===== src/sv/bdq_pkg.sv =====
package bdq_pkg;

  localparam int DEPTH = 16;
  localparam int IDX_W = $clog2(DEPTH);
  localparam int CNT_W = $clog2(DEPTH + 1);
  localparam int DATA_W = 32;
  localparam int LIM_W = 5;
  localparam int ADDR_W = 3;

  localparam logic [LIM_W-1:0] LIMIT_RESET = LIM_W'(10);

  localparam logic [1:0] CMD_PUSH_BACK = 2'd0;
  localparam logic [1:0] CMD_PUSH_FRONT = 2'd1;
  localparam logic [1:0] CMD_POP_FRONT = 2'd2;
  localparam logic [1:0] CMD_SEARCH = 2'd3;

  localparam logic [1:0] ST_DONE = 2'd0;
  localparam logic [1:0] ST_FULL = 2'd1;
  localparam logic [1:0] ST_EMPTY = 2'd2;

  localparam logic REG_CAPACITY = 1'b0;

  typedef logic [IDX_W-1:0] idx_t;
  typedef logic [CNT_W-1:0] cnt_t;

  typedef struct packed {
    logic en;
    idx_t addr;
    logic signed [DATA_W-1:0] data;
  } mem_wr_t;

  typedef struct packed {
    logic signed [DATA_W-1:0] value;
    logic hit;
    idx_t position;
    logic [1:0] status;
  } result_t;

  function automatic idx_t wrap_add(idx_t base, cnt_t off);
    logic [CNT_W:0] sum;
    sum = {{(CNT_W + 1 - IDX_W){1'b0}}, base} + {1'b0, off};
    if (sum >= (CNT_W + 1)'(DEPTH)) begin
      sum = sum - (CNT_W + 1)'(DEPTH);
    end
    return sum[IDX_W-1:0];
  endfunction

endpackage


===== src/sv/bounded_deque_with_search.sv =====
// Bounded double-ended queue of signed 32-bit words with a linear search.
// Commands arrive on the input channel (in_valid, in_stall, command,
// item_value) and every command yields exactly one result word on the
// output channel (out_valid, out_stall, out_value, hit, hit_position,
// status, occupancy). A word moves when valid is high and stall is low.
// The block works on one command at a time. A push, a refused push and a
// pop on an empty queue go from acceptance straight to the finish state;
// a pop that returns a word passes the pop state first. A search reads one
// stored entry per cycle from the single read port of the entry memory
// and stops at the first match or the last stored entry. The next command
// is taken once its predecessor has left the finish state.
// The result sits in an output register, so the next command is taken
// while a result still waits; a stalled output holds its word, and a
// second result waits inside the block until the register frees up.
// The user writes the capacity limit over APB at address 0 only while the
// block is idle; the block does not enforce it. Values above 16 act as 16.
// Reset empties the queue, sets the limit to 10 and clears no stored word.
module bounded_deque_with_search import bdq_pkg::*; (
  input  logic                     clk,
  input  logic                     rst,
  input  logic                     in_valid,
  output logic                     in_stall,
  input  logic [1:0]               command,
  input  logic signed [DATA_W-1:0] item_value,
  output logic                     out_valid,
  input  logic                     out_stall,
  output logic signed [DATA_W-1:0] out_value,
  output logic                     hit,
  output logic [IDX_W-1:0]         hit_position,
  output logic [1:0]               status,
  output logic [CNT_W-1:0]         occupancy,
  input  logic                     psel,
  input  logic                     penable,
  input  logic                     pwrite,
  input  logic [ADDR_W-1:0]        paddr,
  input  logic [31:0]              pwdata,
  output logic [31:0]              prdata,
  output logic                     pready
);

  typedef enum logic [3:0] {
    S_IDLE   = 4'b0001,
    S_POP    = 4'b0010,
    S_SEARCH = 4'b0100,
    S_FIN    = 4'b1000
  } state_t;

  state_t state, state_next;
  idx_t head, head_next;
  cnt_t count, count_next;
  logic [LIM_W-1:0] limit;
  idx_t scan_pos, scan_pos_next;
  logic signed [DATA_W-1:0] key;
  result_t res, res_next;

  mem_wr_t wr;
  idx_t raddr;
  logic signed [DATA_W-1:0] rdata;

  logic accept;
  logic full;
  cnt_t eff_limit;
  logic out_free;

  bdq_store u_store (
    .clk   (clk),
    .wr    (wr),
    .raddr (raddr),
    .rdata (rdata)
  );

  assign pready = 1'b1;
  assign prdata = (paddr[2] == REG_CAPACITY) ? {{(32 - LIM_W){1'b0}}, limit} : 32'd0;

  always_ff @(posedge clk) begin
    if (rst) begin
      limit <= LIMIT_RESET;
    end else if (psel && penable && pwrite && paddr[2] == REG_CAPACITY) begin
      limit <= pwdata[LIM_W-1:0];
    end
  end

  assign in_stall = (state != S_IDLE);
  assign accept = in_valid && !in_stall;
  assign eff_limit = ({{(CNT_W > LIM_W ? CNT_W - LIM_W : 0){1'b0}}, limit} > CNT_W'(DEPTH))
                     ? CNT_W'(DEPTH) : CNT_W'(limit);
  assign full = (count >= eff_limit);
  assign out_free = !out_valid || !out_stall;

  always_comb begin
    raddr = head;
    if (state == S_SEARCH) begin
      raddr = wrap_add(head, CNT_W'(scan_pos) + CNT_W'(1));
    end
  end

  always_comb begin
    state_next = state;
    head_next = head;
    count_next = count;
    scan_pos_next = scan_pos;
    res_next = res;
    wr = '0;
    unique case (state)
      S_IDLE: begin
        if (accept) begin
          res_next = '0;
          res_next.status = ST_DONE;
          scan_pos_next = '0;
          state_next = S_FIN;
          unique case (command)
            CMD_PUSH_BACK: begin
              if (full) begin
                res_next.status = ST_FULL;
              end else begin
                wr.en = 1'b1;
                wr.addr = wrap_add(head, count);
                wr.data = item_value;
                count_next = count + CNT_W'(1);
              end
            end
            CMD_PUSH_FRONT: begin
              if (full) begin
                res_next.status = ST_FULL;
              end else begin
                head_next = (head == '0) ? IDX_W'(DEPTH - 1) : head - IDX_W'(1);
                wr.en = 1'b1;
                wr.addr = head_next;
                wr.data = item_value;
                count_next = count + CNT_W'(1);
              end
            end
            CMD_POP_FRONT: begin
              if (count == '0) begin
                res_next.status = ST_EMPTY;
              end else begin
                state_next = S_POP;
              end
            end
            CMD_SEARCH: begin
              if (count != '0) begin
                state_next = S_SEARCH;
              end
            end
            default: begin
            end
          endcase
        end
      end
      S_POP: begin
        res_next.value = rdata;
        head_next = wrap_add(head, CNT_W'(1));
        count_next = count - CNT_W'(1);
        state_next = S_FIN;
      end
      S_SEARCH: begin
        if (rdata == key) begin
          res_next.hit = 1'b1;
          res_next.position = scan_pos;
          state_next = S_FIN;
        end else if (CNT_W'(scan_pos) == count - CNT_W'(1)) begin
          state_next = S_FIN;
        end else begin
          scan_pos_next = scan_pos + IDX_W'(1);
        end
      end
      S_FIN: begin
        if (out_free) begin
          state_next = S_IDLE;
        end
      end
      default: begin
        state_next = S_IDLE;
      end
    endcase
  end

  always_ff @(posedge clk) begin
    if (rst) begin
      state <= S_IDLE;
      head <= '0;
      count <= '0;
    end else begin
      state <= state_next;
      head <= head_next;
      count <= count_next;
    end
  end

  always_ff @(posedge clk) begin
    scan_pos <= scan_pos_next;
    res <= res_next;
    if (accept) begin
      key <= item_value;
    end
  end

  always_ff @(posedge clk) begin
    if (rst) begin
      out_valid <= 1'b0;
    end else if (state == S_FIN && out_free) begin
      out_valid <= 1'b1;
    end else if (!out_stall) begin
      out_valid <= 1'b0;
    end
  end

  always_ff @(posedge clk) begin
    if (state == S_FIN && out_free) begin
      out_value <= res.value;
      hit <= res.hit;
      hit_position <= res.position;
      status <= res.status;
      occupancy <= count;
    end
  end

  assert property (@(posedge clk) disable iff (rst) count <= CNT_W'(DEPTH))
    else $error("entry count exceeds the queue depth");

  assert property (@(posedge clk) disable iff (rst)
    accept && !full && (command == CMD_PUSH_BACK || command == CMD_PUSH_FRONT)
    |=> count == $past(count) + CNT_W'(1))
    else $error("accepted push did not grow the queue");

  assert property (@(posedge clk) disable iff (rst)
    out_valid && hit |-> status == ST_DONE && occupancy != '0)
    else $error("search hit reported with bad status or empty queue");

  assert property (@(posedge clk) disable iff (rst)
    state == S_SEARCH |-> count != '0 && CNT_W'(scan_pos) < count)
    else $error("search scans beyond the stored entries");

endmodule


===== src/sv/bdq_store.sv =====
module bdq_store import bdq_pkg::*; (
  input  logic                     clk,
  input  mem_wr_t                  wr,
  input  idx_t                     raddr,
  output logic signed [DATA_W-1:0] rdata
);

  logic signed [DATA_W-1:0] mem [DEPTH];

  always_ff @(posedge clk) begin
    if (wr.en) begin
      mem[wr.addr] <= wr.data;
    end
  end

  always_ff @(posedge clk) begin
    rdata <= mem[raddr];
  end

endmodule


===== config.mk =====
export PLATFORM = sky130hd
export DESIGN_NAME = bounded_deque_with_search
export DESIGN_NICKNAME = d
export VERILOG_FILES = /design/src/sv/bdq_pkg.sv /design/src/sv/bounded_deque_with_search.sv /design/src/sv/bdq_store.sv
export SDC_FILE = /design/constraint.sdc
export NUM_CORES = 1
export LEC_CHECK = 0
export BUFFER_PORTS_ARGS = -buffer_cell sky130_fd_sc_hd__buf_4
export CORE_ASPECT_RATIO = 1.25
export CORE_UTILIZATION = 58
export DETAILED_ROUTE_END_ITERATION = 7
export GPL_ROUTABILITY_DRIVEN = 1
export PLACE_DENSITY = 0.76
export SETUP_SLACK_MARGIN = 0.2
export SLEW_MARGIN = 25
export SYNTH_ARGS = -nofsm -noshare
export SYNTH_HDL_FRONTEND = slang
export SYNTH_SLANG_ARGS = --single-unit
export TNS_END_PERCENT = 1

===== constraint.sdc =====
create_clock -name clk -period 5.2 [get_ports clk]
set_input_delay 0.26 -clock clk [delete_from_list [all_inputs] [get_ports clk]]
set_output_delay 0.26 -clock clk [all_outputs]
set_load 0.02 [all_outputs]

==> results of run 1 <==
[tightest hold or removal path: cells and delay by family]
kind / cells / cell delay [ns]
AO/OA/AOI/OAI: 1 / 0.13
buffers and inverters: 2 / 0.11
AND/OR/NAND/NOR: 1 / 0.13
[metal layers]
metal / vias up / routed length [µm] / GRT usage, %
met2: 605 / 29300 / 42.1
met3: 130 / 4070 / 3.67
met1: 7351 / 23800 / 32.9
met4: 0 / 2170 / 9.81
li1: 6707 / - / -
met5: - / 0 / 0
[state kept, by name, summed over array words and instances (netlist names)]
name	count
hit	1
res	39
out_valid	1
count	5
u_store.mem	512
u_store.rdata	32
state	4
scan_pos	4
hit_position	4
status	2
occupancy	5
limit	5
out_value	32
key	32
head	4
[cell type report]
class,instances,area [µm²]
multi-input cells,909,6870
repair buffers,181,1560
well taps,630,788
clock inverters,39,435
fillers,3036,15100
flip-flops and latches,682,20000
inverters,14,52.6
clock buffers,73,1590
[what timing repair did]
action | in CTS | in global routing
hold buffers | 44 | 0
endpoints found under the setup margin | 0 | 0
hold endpoints to repair | 41 | 0
[power groups by stage]
stage | registers [mW] | logic, mW | clock network, mW
global placement | 6.51 | 1.12 | 0
global route | 6.42 | 1.26 | 4.81
floorplan | 6.49 | 0.747 | 0
CTS | 6.41 | 1.18 | 4.61
detailed placement | 6.52 | 1.14 | 0
finish | 6.41 | 1.18 | 4.57
[cell families after synthesis]
logic type | share of synthesized area, %
AND/OR/NAND/NOR | 6.16
buffers and inverters | 2.79
flip-flops | 73.1
other | 0.0275
multiplexers | 11.1
XOR/XNOR | 1.38
AO/OA/AOI/OAI | 4.54
adder cells (fa/ha/maj) | 0.925
[cell usage in the layout, fill, tap and decap left out, types with 11 or more instances in the layout]
cell,Yosys,layout
clkinv_1,0,16
and2_1,70,70
nor2b_1,11,11
clkbuf_16,0,61
nand4_1,14,14
mux2_2,66,66
edfxtp_1,631,631
nor2_1,106,90
nor2_4,0,16
o221ai_1,31,31
conb_1,2,28
nand2_1,85,84
ha_1,17,17
dlygate4sd3_1,0,44
buf_4,43,130
xnor2_1,41,41
mux2i_1,227,227
a32oi_1,32,32
inv_1,13,12
nand3_1,13,13
dfxtp_1,51,51
a21oi_1,78,76
[final timing paths]
kind,start,end,slack (ns),cells past startpoint
setup / recovery,state[1]$_SDFFE_PP0P_,u_store.mem[7][19]$_DFFE_PP_,1.33,7
hold / removal,pwdata[1],limit[1]$_SDFFE_PP1P_,0.07,4
setup reg to reg,state[1]$_SDFFE_PP0P_,u_store.mem[7][19]$_DFFE_PP_,1.33,7
hold reg to reg,res[28]$_DFFE_PP_,out_value[21]$_DFFE_PP_,0.41,0
==> reports/summary.txt, run 1 <==
Grt total ovfl - 0
Area Overhead vs Synth - 14.4%
Most frequent cell after synthesis - edfxtp_1
Final std cells w/o fill - 2528
PortBufs - 97
Post-CTS resize count - 0
Design Area, Final - 31300 µm²
Mapped cell area - 27300 µm²
Tcrit/Tclk final - 74.5%
Worst path required time - 5.43 ns
Status - finished clean
# IOs - 155
Clock skew - 0.0146 ns
Relative slew margins - 27.7%
Worst hold slack - 0.0695 ns
Peak Freq - 258 MHz
Leading area contributor after synthesis - edfxtp_1
Clock buffer depth - 3
Vias in the first global route - 14738
Final worst setup slack - 1.33 ns
CP Launch Type - flop
DP Wirelength - 32800 µm
Setup repair bufs after CTS - 0
Row cnt - 88
Worst slack, placed - 1.37 ns
CTS tree - built
Clock tree sinks - 682
Number of synthesized flops with an enable pin - 631
Critical path cell sequence - nor4b_2, nand2_1, nor3_1, a21boi_4, nand3_1, nor2_4, buf_4
Layout cells sized above 1 - 17.0%
Max Cap Viol - 0
Leakage - 11.6 nW
Register area share after synthesis - 73.1%
Clock Latency Late Sink - 0.60 ns
Cell family with most CP delay - simple AND/OR/NAND/NOR gates
Synth Register Bits - 682
Die W - 196 µm
Final setup fails - 0
Layout Utilization - 67.5%
Chip height - 245 µm
P_sw - 2.79 mW
Pint - 9.36 mW
Combinational Power Share - 9.7%
WL final - 59400 µm
Largest net degree at the start of global routing - 77
Drt wl/cell - 23.5 µm
Worst-path clk slew - 0.06 ns
Inserted Diodes - 0
Pwr/cell area - 389 nW/µm²
Syn Area/Cell - 16.1 µm²
Starting DRT DRC Count - 1485
Top FF cell, synth - edfxtp_1
RSZ-0062 raised after global routing - no
Top post-synthesis cells by area - edfxtp_1 (69%), mux2i_1 (8.3%), dfxtp_1 (3.7%), mux2_2 (2.7%), and2_1 (1.6%)
Mapped Cells - 1692
Setup tns final - 0 ns
Post-synth ARST share - 0%
Tot Pwr - 12.1 mW
HP Class - input port to flop
Worst-Margin Slew - 1.08 ns
Core ar. - 46400 µm²
DRC - 0
YS warnings - 0
First-pass GRT wire length - 88300 µm
DRT Pass-1 Iters - 5
Total track usage - 25.0%
Worst EP arrival - 4.10 ns
Cts bufs inserted - 60
Max FO, Critical Path - 23
Vias post-DR - 14793
Switching power share of the total - 23.0%
Max-slew violations - 0
CP bufs+invs - 1
Placer Congestion - 0.851
Die area - 48000 µm²
Synth top area share - 69.4%
Clk root buf - clkbuf_16
Final hold vios - 0
Register share of total power - 52.7%
Worst Setup End Kind - flop
Final worst path period need - 3.87 ns
Initial Util - 58.9%
Clock power frac - 37.6%
Max IR drop VDD - 0.326 mV
H-tree level count - 2
Placed standard-cell area - 28800 µm²
Placed cells - 2372
Initial antenna violation count - 0
Yosys cell types - 53
Post-DR vias/cell - 5.85
Post-synth top cells - edfxtp_1 (631), mux2i_1 (227), nor2_1 (106), nand2_1 (85), a21oi_1 (78)
Nets - 1943
Crit-path max cell delay - 0.53 ns
Crit Path Class - flop to flop
Slowest-stage cell, CP - buf_4
ANT nets after route - 0
No activity file was read; power rests on OpenSTA's default activity.
==> run 2: changes to the inputs <==
--- a/config.mk
+++ b/config.mk
@@ -7,7 +7,7 @@
 export LEC_CHECK = 0
 export BUFFER_PORTS_ARGS = -buffer_cell sky130_fd_sc_hd__buf_4
 export CORE_ASPECT_RATIO = 1.25
-export CORE_UTILIZATION = 58
+export CORE_UTILIZATION = 55
 export DETAILED_ROUTE_END_ITERATION = 7
 export GPL_ROUTABILITY_DRIVEN = 1
 export PLACE_DENSITY = 0.76
==> constraint.sdc (replaced) <==
create_clock -name clk -period 3.3 [get_ports clk]
set_input_delay 0.165 -clock clk [delete_from_list [all_inputs] [get_ports clk]]
set_output_delay 0.165 -clock clk [all_outputs]
set_load 0.02 [all_outputs]
==> run 2 against run 1 <==
Compared with the run above:
- via count rose by 1.1%
- final cell count is 2.1% higher
- wire length barely moved
- global-route usage down 1.5 points
- critical endpoint is now u_store.mem[13][16]$_DFFE_PP_
- highest routed layer unchanged
==> reports/summary.txt, run 2 (synthesis results as in run 1) <==
Status - finished clean (unchanged)
Max IR drop VDD - 0.403 mV (was 0.326 mV)
Most common cell after layout, fill and taps aside - edfxtp_1 (unchanged)
CP Launch Type - flop (unchanged)
Core ar. - 48600 µm² (was 46400 µm²)
Drt wl/cell - 23.0 µm (was 23.5 µm)
Final hold vios - 0 (unchanged)
Crit Path Class - flop to flop (unchanged)
Placer Congestion - 0.866 (was 0.851)
# IOs - 155 (unchanged)
Pwr/cell area - 593 nW/µm² (was 389 nW/µm²)
Pint - 14.5 mW (was 9.36 mW)
Worst Setup End Kind - flop (unchanged)
Clock power frac - 36.3% (was 37.6%)
Cts bufs inserted - 58 (was 60)
Worst slack, placed - 0.125 ns (was 1.37 ns)
Reg2Reg Setup Slack - 0.32 ns (was 1.33 ns)
Initial Util - 56.2% (was 58.9%)
Max-slew violations - 0 (unchanged)
PortBufs - 97 (unchanged)
Final worst setup slack - 0.316 ns (was 1.33 ns)
P_sw - 4.39 mW (was 2.79 mW)
Clock Latency Late Sink - 0.61 ns (was 0.60 ns)
Post-DR vias/cell - 5.80 (was 5.85)
Leakage - 11.9 nW (was 11.6 nW)
FF-to-FF End - u_store.mem[13][16]$_DFFE_PP_ (was u_store.mem[7][19]$_DFFE_PP_)
Switching power share of the total - 23.2% (was 23.0%)
Area Overhead vs Synth - 16.5% (was 14.4%)
Chip height - 251 µm (was 245 µm)
Combinational Power Share - 10.3% (was 9.7%)
Vias in the first global route - 14776 (was 14738)
RSZ-0062 raised after global routing - yes (was no)
First-pass GRT wire length - 88500 µm (was 88300 µm)
Worst path required time - 3.57 ns (was 5.43 ns)
Relative slew margins - 57.0% (was 27.7%)
Setup crit end - u_store.mem[13][16]$_DFFE_PP_ (was u_store.mem[7][19]$_DFFE_PP_)
Largest register FFs - 512 (unchanged)
Clock buffer depth - 3 (unchanged)
Max Cap Viol - 0 (unchanged)
Initial antenna violation count - 0 (unchanged)
WL final - 59400 µm (about the same)
Worst setup path startpoint - head[0]$_SDFFE_PP0P_ (was state[1]$_SDFFE_PP0P_)
Peak Freq - 335 MHz (was 258 MHz)
Row cnt - 90 (was 88)
Top flop regs - u_store.mem: 512 flops, res: 39 flops (unchanged)
Inserted Diodes - 0 (unchanged)
Largest net degree at the start of global routing - 63 (was 77)
Grt total ovfl - 0 (unchanged)
Tcrit/Tclk final - 90.4% (was 74.5%)
Worst-Margin Slew - 0.646 ns (was 1.08 ns)
H-tree level count - 2 (unchanged)
Clock skew - 0.0273 ns (was 0.0146 ns)
Final worst path period need - 2.98 ns (was 3.87 ns)
HP Class - input port to flop (unchanged)
Setup repair bufs after CTS - 0 (unchanged)
Nets - 1983 (was 1943)
Register share of total power - 53.5% (was 52.7%)
Hold path start - pwrite (was pwdata[1])
ANT nets after route - 0 (unchanged)
Starting DRT DRC Count - 1375 (was 1485)
Layout cells sized above 1 - 18.6% (was 17.0%)
DRC - 0 (unchanged)
Clk root buf - clkbuf_16 (unchanged)
Total track usage - 23.5% (was 25.0%)
Clock tree sinks - 682 (unchanged)
Max FO, Critical Path - 32 (was 23)
Vias post-DR - 14963 (was 14793)
Final setup fails - 0 (unchanged)
Die W - 201 µm (was 196 µm)
Die area - 50600 µm² (was 48000 µm²)
Most frequent cells in the layout - edfxtp_1 (631), mux2i_1 (227), buf_4 (142), nor2_1 (90), nand2_1 (85) (was edfxtp_1 (631), mux2i_1 (227), buf_4 (130), nor2_1 (90), nand2_1 (84))
DP Wirelength - 35200 µm (was 32800 µm)
Worst Hold Depth - 3 (was 4)
Register bank with the most flops - u_store.mem (unchanged)
CTS tree - built (unchanged)
Worst-path clk slew - 0.07 ns (was 0.06 ns)
Worst EP arrival - 3.26 ns (was 4.10 ns)
DRT Pass-1 Iters - 7 (was 5)
Setup tns final - 0 ns (unchanged)
R2R depth - 10 (was 7)
R2R Path Start - head[0]$_SDFFE_PP0P_ (was state[1]$_SDFFE_PP0P_)
-- run 2: cell types whose count changed in the layout (fill, tap and decap cells not counted), moves of 2 or more --
cell and delta:
buf_12 +26, buf_4 +12, clkinv_4 +2, bufinv_16 -3, clkbuf_1 +7, dlygate4sd3_1 +4, or3_1 -2, clkinv_1 -6
clkinv_2 -2, or3_4 +2, clkbuf_16 -2, clkinv_8 +2
-- run 2: critical path, stage by stage (launching register included) --
cell	delay (ns)
dfxtp_1	0.43
ha_1	0.20
inv_1	0.06
fa_1	0.37
xnor2_1	0.16
nand2b_1	0.07
a21oi_1	0.24
o211ai_1	0.21
or2_2	0.44
nor2_4	0.16
buf_12	0.28
-- run 2: how the worst min path moves through the flow --
stage	endpoint	slack, ns
after floorplan	key[0]$_DFFE_PP_	0.26
after global placement	key[6]$_DFFE_PP_	0.35
after detailed placement	key[31]$_DFFE_PP_	0.35
after CTS	limit[1]$_SDFFE_PP1P_	0.15
after global routing	limit[1]$_SDFFE_PP1P_	0.20
final	limit[1]$_SDFFE_PP1P_	0.16
-- run 2: power by group through the flow --
stage,Combinational (mW),Clock (mW),Sequential (mW)
floorplan,1.18,0,10.2
global placement,1.83,0,10.3
detailed placement,1.88,0,10.3
CTS,1.93,6.94,10.1
global route,2.06,7.24,10.1
finish,1.94,6.85,10.1
-- run 2: area by class of cell --
| type | count | area (µm²) |
|---|---|---|
| sequential | 682 | 20000 |
| fill | 3286 | 16800 |
| multi-input combinational | 909 | 6880 |
| timing repair buffer | 223 | 2200 |
| clock buffer | 77 | 1550 |
| tap | 644 | 806 |
| clock inverter | 33 | 374 |
| inverter | 14 | 52.6 |
-- run 2: layer usage --
layer | global-route usage (%) | share of wire (%) | vias up
li1 | - | - | 6785
met1 | 30.7 | 40 | 7498
met2 | 40.1 | 50 | 562
met3 | 3.21 | 6.6 | 118
met4 | 8.94 | 3.5 | 0
met5 | 0 | 0 | -
-- run 2: stage by stage --
| stage | hold slack [ns] | cells | util [%] | power [mW] | area [µm²] |
|---|---|---|---|---|---|
| after global routing | 0.201 | 2582 | 65.4 | 19.4 | 31800 |
| after floorplan | 0.264 | 1718 | - | 11.4 | 27400 |
| after global placement | 0.352 | 2424 | 60.4 | 12.1 | 29400 |
| final | 0.163 | 2582 | 65.4 | 18.9 | 31800 |
| after CTS | 0.148 | 2582 | 65.4 | 19.0 | 31800 |
| after detailed placement | 0.350 | 2424 | 60.4 | 12.2 | 29400 |
-- run 2: timing repair --
item	4_1_cts	5_1_grt
endpoints found under the hold margin	51	0
gates cloned	0	0
hold buffers	48	0
gates resized for setup	1	5
endpoints found under the setup margin	224	417
==> run 3: changes to the inputs <==
--- a/config.mk
+++ b/config.mk
@@ -15,5 +15,6 @@
 export SLEW_MARGIN = 25
 export SYNTH_ARGS = -nofsm -noshare
 export SYNTH_HDL_FRONTEND = slang
+export SYNTH_HIERARCHICAL = 1
 export SYNTH_SLANG_ARGS = --single-unit
 export TNS_END_PERCENT = 1
==> run 3 against run 2 <==
Compared with the run above:
- clock power rose by 4.2%
- via count down 8.7%
- sequential share of layout area up 1.7 points
- final cell count fell by 13%
- setup slack got worse by 0.14 ns
- maximum frequency is 4.3% lower
- final area down 2.6%
- power fell by 0.81%
- die area is 3.9% lower
- sequential power about the same
- largest power group unchanged
==> reports/summary.txt, run 3 <==
Die area - 48600 µm² (was 50600 µm²)
Mux share of post-synthesis cell area - 11.3% (was 11.1%)
Pwr/cell area - 604 nW/µm² (was 593 nW/µm²)
Met3 usage - 4.61% (was 3.21%)
Worst EP arrival - 3.38 ns (was 3.26 ns)
Leading area contributor after synthesis - edfxtp_1 (unchanged)
Area Overhead vs Synth - 18.1% (was 16.5%)
Mapped Cells - 1336 (was 1692)
P_sw - 4.20 mW (was 4.39 mW)
Initial antenna violation count - 0 (unchanged)
Switching power share of the total - 22.5% (was 23.2%)
Crit-path max cell delay - 0.42 ns (was 0.44 ns)
Syn Area/Cell - 19.7 µm² (was 16.1 µm²)
Worst hold slack - 0.284 ns (was 0.163 ns)
Yosys cell types - 63 (was 53)
Post-synth top cells - edfxtp_1 (631), mux4_2 (128), and2_1 (69), a22oi_1 (65), dfxtp_1 (51) (was edfxtp_1 (631), mux2i_1 (227), nor2_1 (106), nand2_1 (85), a21oi_1 (78))
Leakage - 10.1 nW (was 11.9 nW)
Critical path cell sequence - nor4b_4, inv_2, nor2_4, o211ai_4, inv_2, o221a_2, nand2b_1, nor2_4, buf_4 (was ha_1, inv_1, fa_1, xnor2_1, nand2b_1, a21oi_1, o211ai_1, or2_2, nor2_4, buf_12)
R2R Path Start - state[3]$_SDFFE_PP0P_ (was head[0]$_SDFFE_PP0P_)
Nets - 1645 (was 1983)
Top post-synthesis cells by area - edfxtp_1 (72%), mux4_2 (11%), dfxtp_1 (3.9%), a22oi_1 (1.9%), and2_1 (1.6%) (was edfxtp_1 (69%), mux2i_1 (8.3%), dfxtp_1 (3.7%), mux2_2 (2.7%), and2_1 (1.6%))
Largest net degree at the start of global routing - 49 (was 63)
Relative slew margins - 54.8% (was 57.0%)
Final setup fails - 0 (unchanged)
Clock Latency Late Sink - 0.60 ns (was 0.61 ns)
Largest family of logic cells by synthesized area - multiplexers (unchanged)
Tot Pwr - 18.7 mW (was 18.9 mW)
Grt total ovfl - 0 (unchanged)
Most common cell after layout, fill and taps aside - edfxtp_1 (unchanged)
Max FO, Critical Path - 15 (was 32)
Placer Congestion - 0.827 (was 0.866)
RSZ-0062 raised after global routing - yes (unchanged)
Met1 GRT Util - 31.7% (was 30.7%)
Setup tns final - 0 ns (unchanged)
Max IR drop VDD - 0.401 mV (was 0.403 mV)
WL final - 60900 µm (was 59400 µm)
CTS tree - built (unchanged)
ANT nets after route - 0 (unchanged)
Tcrit/Tclk final - 94.5% (was 90.4%)
R2R depth - 9 (was 10)
Most frequent cells in the layout - edfxtp_1 (631), buf_4 (141), mux4_2 (128), and2_1 (69), a22oi_1 (65) (was edfxtp_1 (631), mux2i_1 (227), buf_4 (142), nor2_1 (90), nand2_1 (85))
Register area share after synthesis - 76.1% (was 73.1%)
YS warnings - 6 (was 0)
Register bank with the most flops - u_store/mem (was u_store.mem)
Clock skew - 0.0116 ns (was 0.0273 ns)
Row cnt - 89 (was 90)
Vias in the first global route - 13956 (was 14776)
Max Cap Viol - 0 (unchanged)
Simple-gate share of the synthesized area - 4.72% (was 6.16%)
Max-slew violations - 0 (unchanged)
H-tree level count - 2 (unchanged)
Worst Setup End Kind - flop (unchanged)
First-pass GRT wire length - 88200 µm (was 88500 µm)
Combinational Power Share - 8.3% (was 10.3%)
Worst-path clk slew - 0.07 ns (about the same)
Status - finished clean (unchanged)
Total track usage - 25.5% (was 23.5%)
Clock buffer depth - 3 (unchanged)
Final worst path period need - 3.12 ns (was 2.98 ns)
Top flop regs - u_store/mem: 512 flops, res: 39 flops (was u_store.mem: 512 flops, res: 39 flops)
Peak Freq - 321 MHz (was 335 MHz)
Inserted Diodes - 0 (unchanged)
DRC - 0 (unchanged)
Worst setup path startpoint - state[3]$_SDFFE_PP0P_ (was head[0]$_SDFFE_PP0P_)
Worst path required time - 3.56 ns (was 3.57 ns)
FF-to-FF End - u_store/mem[13][20]$_DFFE_PP_ (was u_store.mem[13][16]$_DFFE_PP_)
Drt wl/cell - 27.2 µm (was 23.0 µm)
Clock power frac - 38.1% (was 36.3%)
Post-synth ARST share - 0% (unchanged)
Met2 usage - 43.5% (was 40.1%)
Core ar. - 47200 µm² (was 48600 µm²)
Mapped cell area - 26300 µm² (was 27300 µm²)
Register share of total power - 53.5% (about the same)
Synth top area share - 72.2% (was 69.4%)
HP Class - input port to flop (unchanged)
PortBufs - 97 (unchanged)
Cts bufs inserted - 59 (was 58)
CP Depth - 9 (was 10)
Final hold vios - 0 (unchanged)
Chip height - 246 µm (was 251 µm)
CP Launch Type - flop (unchanged)
Largest register FFs - 512 (unchanged)
CP bufs+invs - 3 (was 2)
Reg2Reg Setup Slack - 0.18 ns (was 0.32 ns)
Starting DRT DRC Count - 1380 (was 1375)
Clock tree sinks - 682 (unchanged)
Slowest-stage cell, CP - nor4b_4 (was or2_2)
Post-DR vias/cell - 6.11 (was 5.80)
Layout cells sized above 1 - 27.4% (was 18.6%)
Worst slack, placed - 0.189 ns (was 0.125 ns)
Most frequent cell after synthesis - edfxtp_1 (unchanged)
Synth Area in XOR/XNOR - 1.50% (was 1.38%)
Layout Utilization - 65.7% (was 65.4%)
Compound-cell area share of the yosys netlist - 3.37% (was 4.54%)
Top FF cell, synth - edfxtp_1 (unchanged)
Final worst setup slack - 0.181 ns (was 0.316 ns)
# IOs - 155 (unchanged)
DRT Pass-1 Iters - 5 (was 7)
Worst-Margin Slew - 0.673 ns (was 0.646 ns)
Clk root buf - clkbuf_16 (unchanged)
Crit Path Class - flop to flop (unchanged)
Number of synthesized flops with an enable pin - 631 (unchanged)
Vias post-DR - 13659 (was 14963)
Setup crit end - u_store/mem[13][20]$_DFFE_PP_ (was u_store.mem[13][16]$_DFFE_PP_)
Pint - 14.5 mW (about the same)
Top Usage Layer GRT - met2 (unchanged)
Cell family with most CP delay - simple AND/OR/NAND/NOR gates (unchanged)
DP Wirelength - 32500 µm (was 35200 µm)
Initial Util - 55.6% (was 56.2%)
Post-synthesis adder-cell area fraction - 0.963% (was 0.925%)
Synth Register Bits - 682 (unchanged)
Die W - 197 µm (was 201 µm)
[run 3: cell types whose count changed in the layout (fill, tap and decap cells not counted), sizes merged, moves of 32 or more]
| cell | change |
|---|---|
| nand2 | -35 |
| a22oi | +65 |
| mux2i | -222 |
| mux4 | +128 |
| mux2 | -65 |
| nor2 | -67 |
| a32oi | -32 |
| a21oi | -65 |
[run 3: logic make-up (layout without fill, tap and decap cells)]
family | Yosys count | in the layout
DFF | 682 | 682
and+or+nand+nor | 227 | 227
muxes | 135 | 135
AOI/OAI and AO/OA | 121 | 121
buffers and inverters | 105 | 343
xor gates and xnor gates | 45 | 45
adders and majority gates | 19 | 19
other | 2 | 28
[run 3: cell type report]
class	instances	area, µm²
Multi-Input combinational cell	575	6080
Inverter	16	60.1
Sequential cell	682	20000
Fill cell	3034	16200
Tap cell	637	797
Timing Repair Buffer	216	2080
Clock inverter	27	297
Clock buffer	84	1720
[run 3: worst min path at each step]
| stage | start | to | cells past startpoint |
|---|---|---|---|
| after global routing | item_value[11] | key[11]$_DFFE_PP_ | 2 |
| final | item_value[29] | key[29]$_DFFE_PP_ | 2 |
| after global placement | item_value[29] | key[29]$_DFFE_PP_ | 1 |
| after CTS | item_value[29] | key[29]$_DFFE_PP_ | 2 |
| after detailed placement | item_value[18] | key[18]$_DFFE_PP_ | 1 |
| after floorplan | item_value[0] | key[0]$_DFFE_PP_ | 0 |
[run 3: worst register-to-register path, stage by stage, from the launching register on]
cell	delay (ns)
dfxtp_1	0.38
nor4b_4	0.42
inv_2	0.17
nor2_4	0.23
o211ai_4	0.15
inv_2	0.14
o221a_2	0.39
nand2b_1	0.32
nor2_4	0.21
buf_4	0.36
[run 3: metal layers]
layer,routed length [µm],vias up
li1,-,5735
met1,21600,6981
met2,31100,793
met3,5430,150
met4,2830,0
met5,0,-
[run 3: through the flow]
stage	std cells	area, µm²
floorplan	1362	26500
global placement	2075	28500
detailed placement	2075	28500
CTS	2235	31000
global route	2237	31000
finish	2237	31000
[run 3: power groups by stage]
stage	Clock [mW]	Combinational (mW)	Sequential, mW
finish	7.14	1.56	10.0
global route	7.55	1.64	10.1
CTS	7.20	1.54	10.0
detailed placement	0	1.48	10.2
global placement	0	1.45	10.2
floorplan	0	0.882	10.2
[run 3: timing repair]
| action | 4_1_cts | 5_1_grt |
|---|---|---|
| setup endpoints to repair | 31 | 286 |
| hold endpoints to repair | 48 | 0 |
| setup buffers | 1 | 1 |
| gates cloned | 0 | 1 |
| pin swaps | 1 | 1 |
| hold buffers | 48 | 0 |
| resized for setup | 1 | 2 |
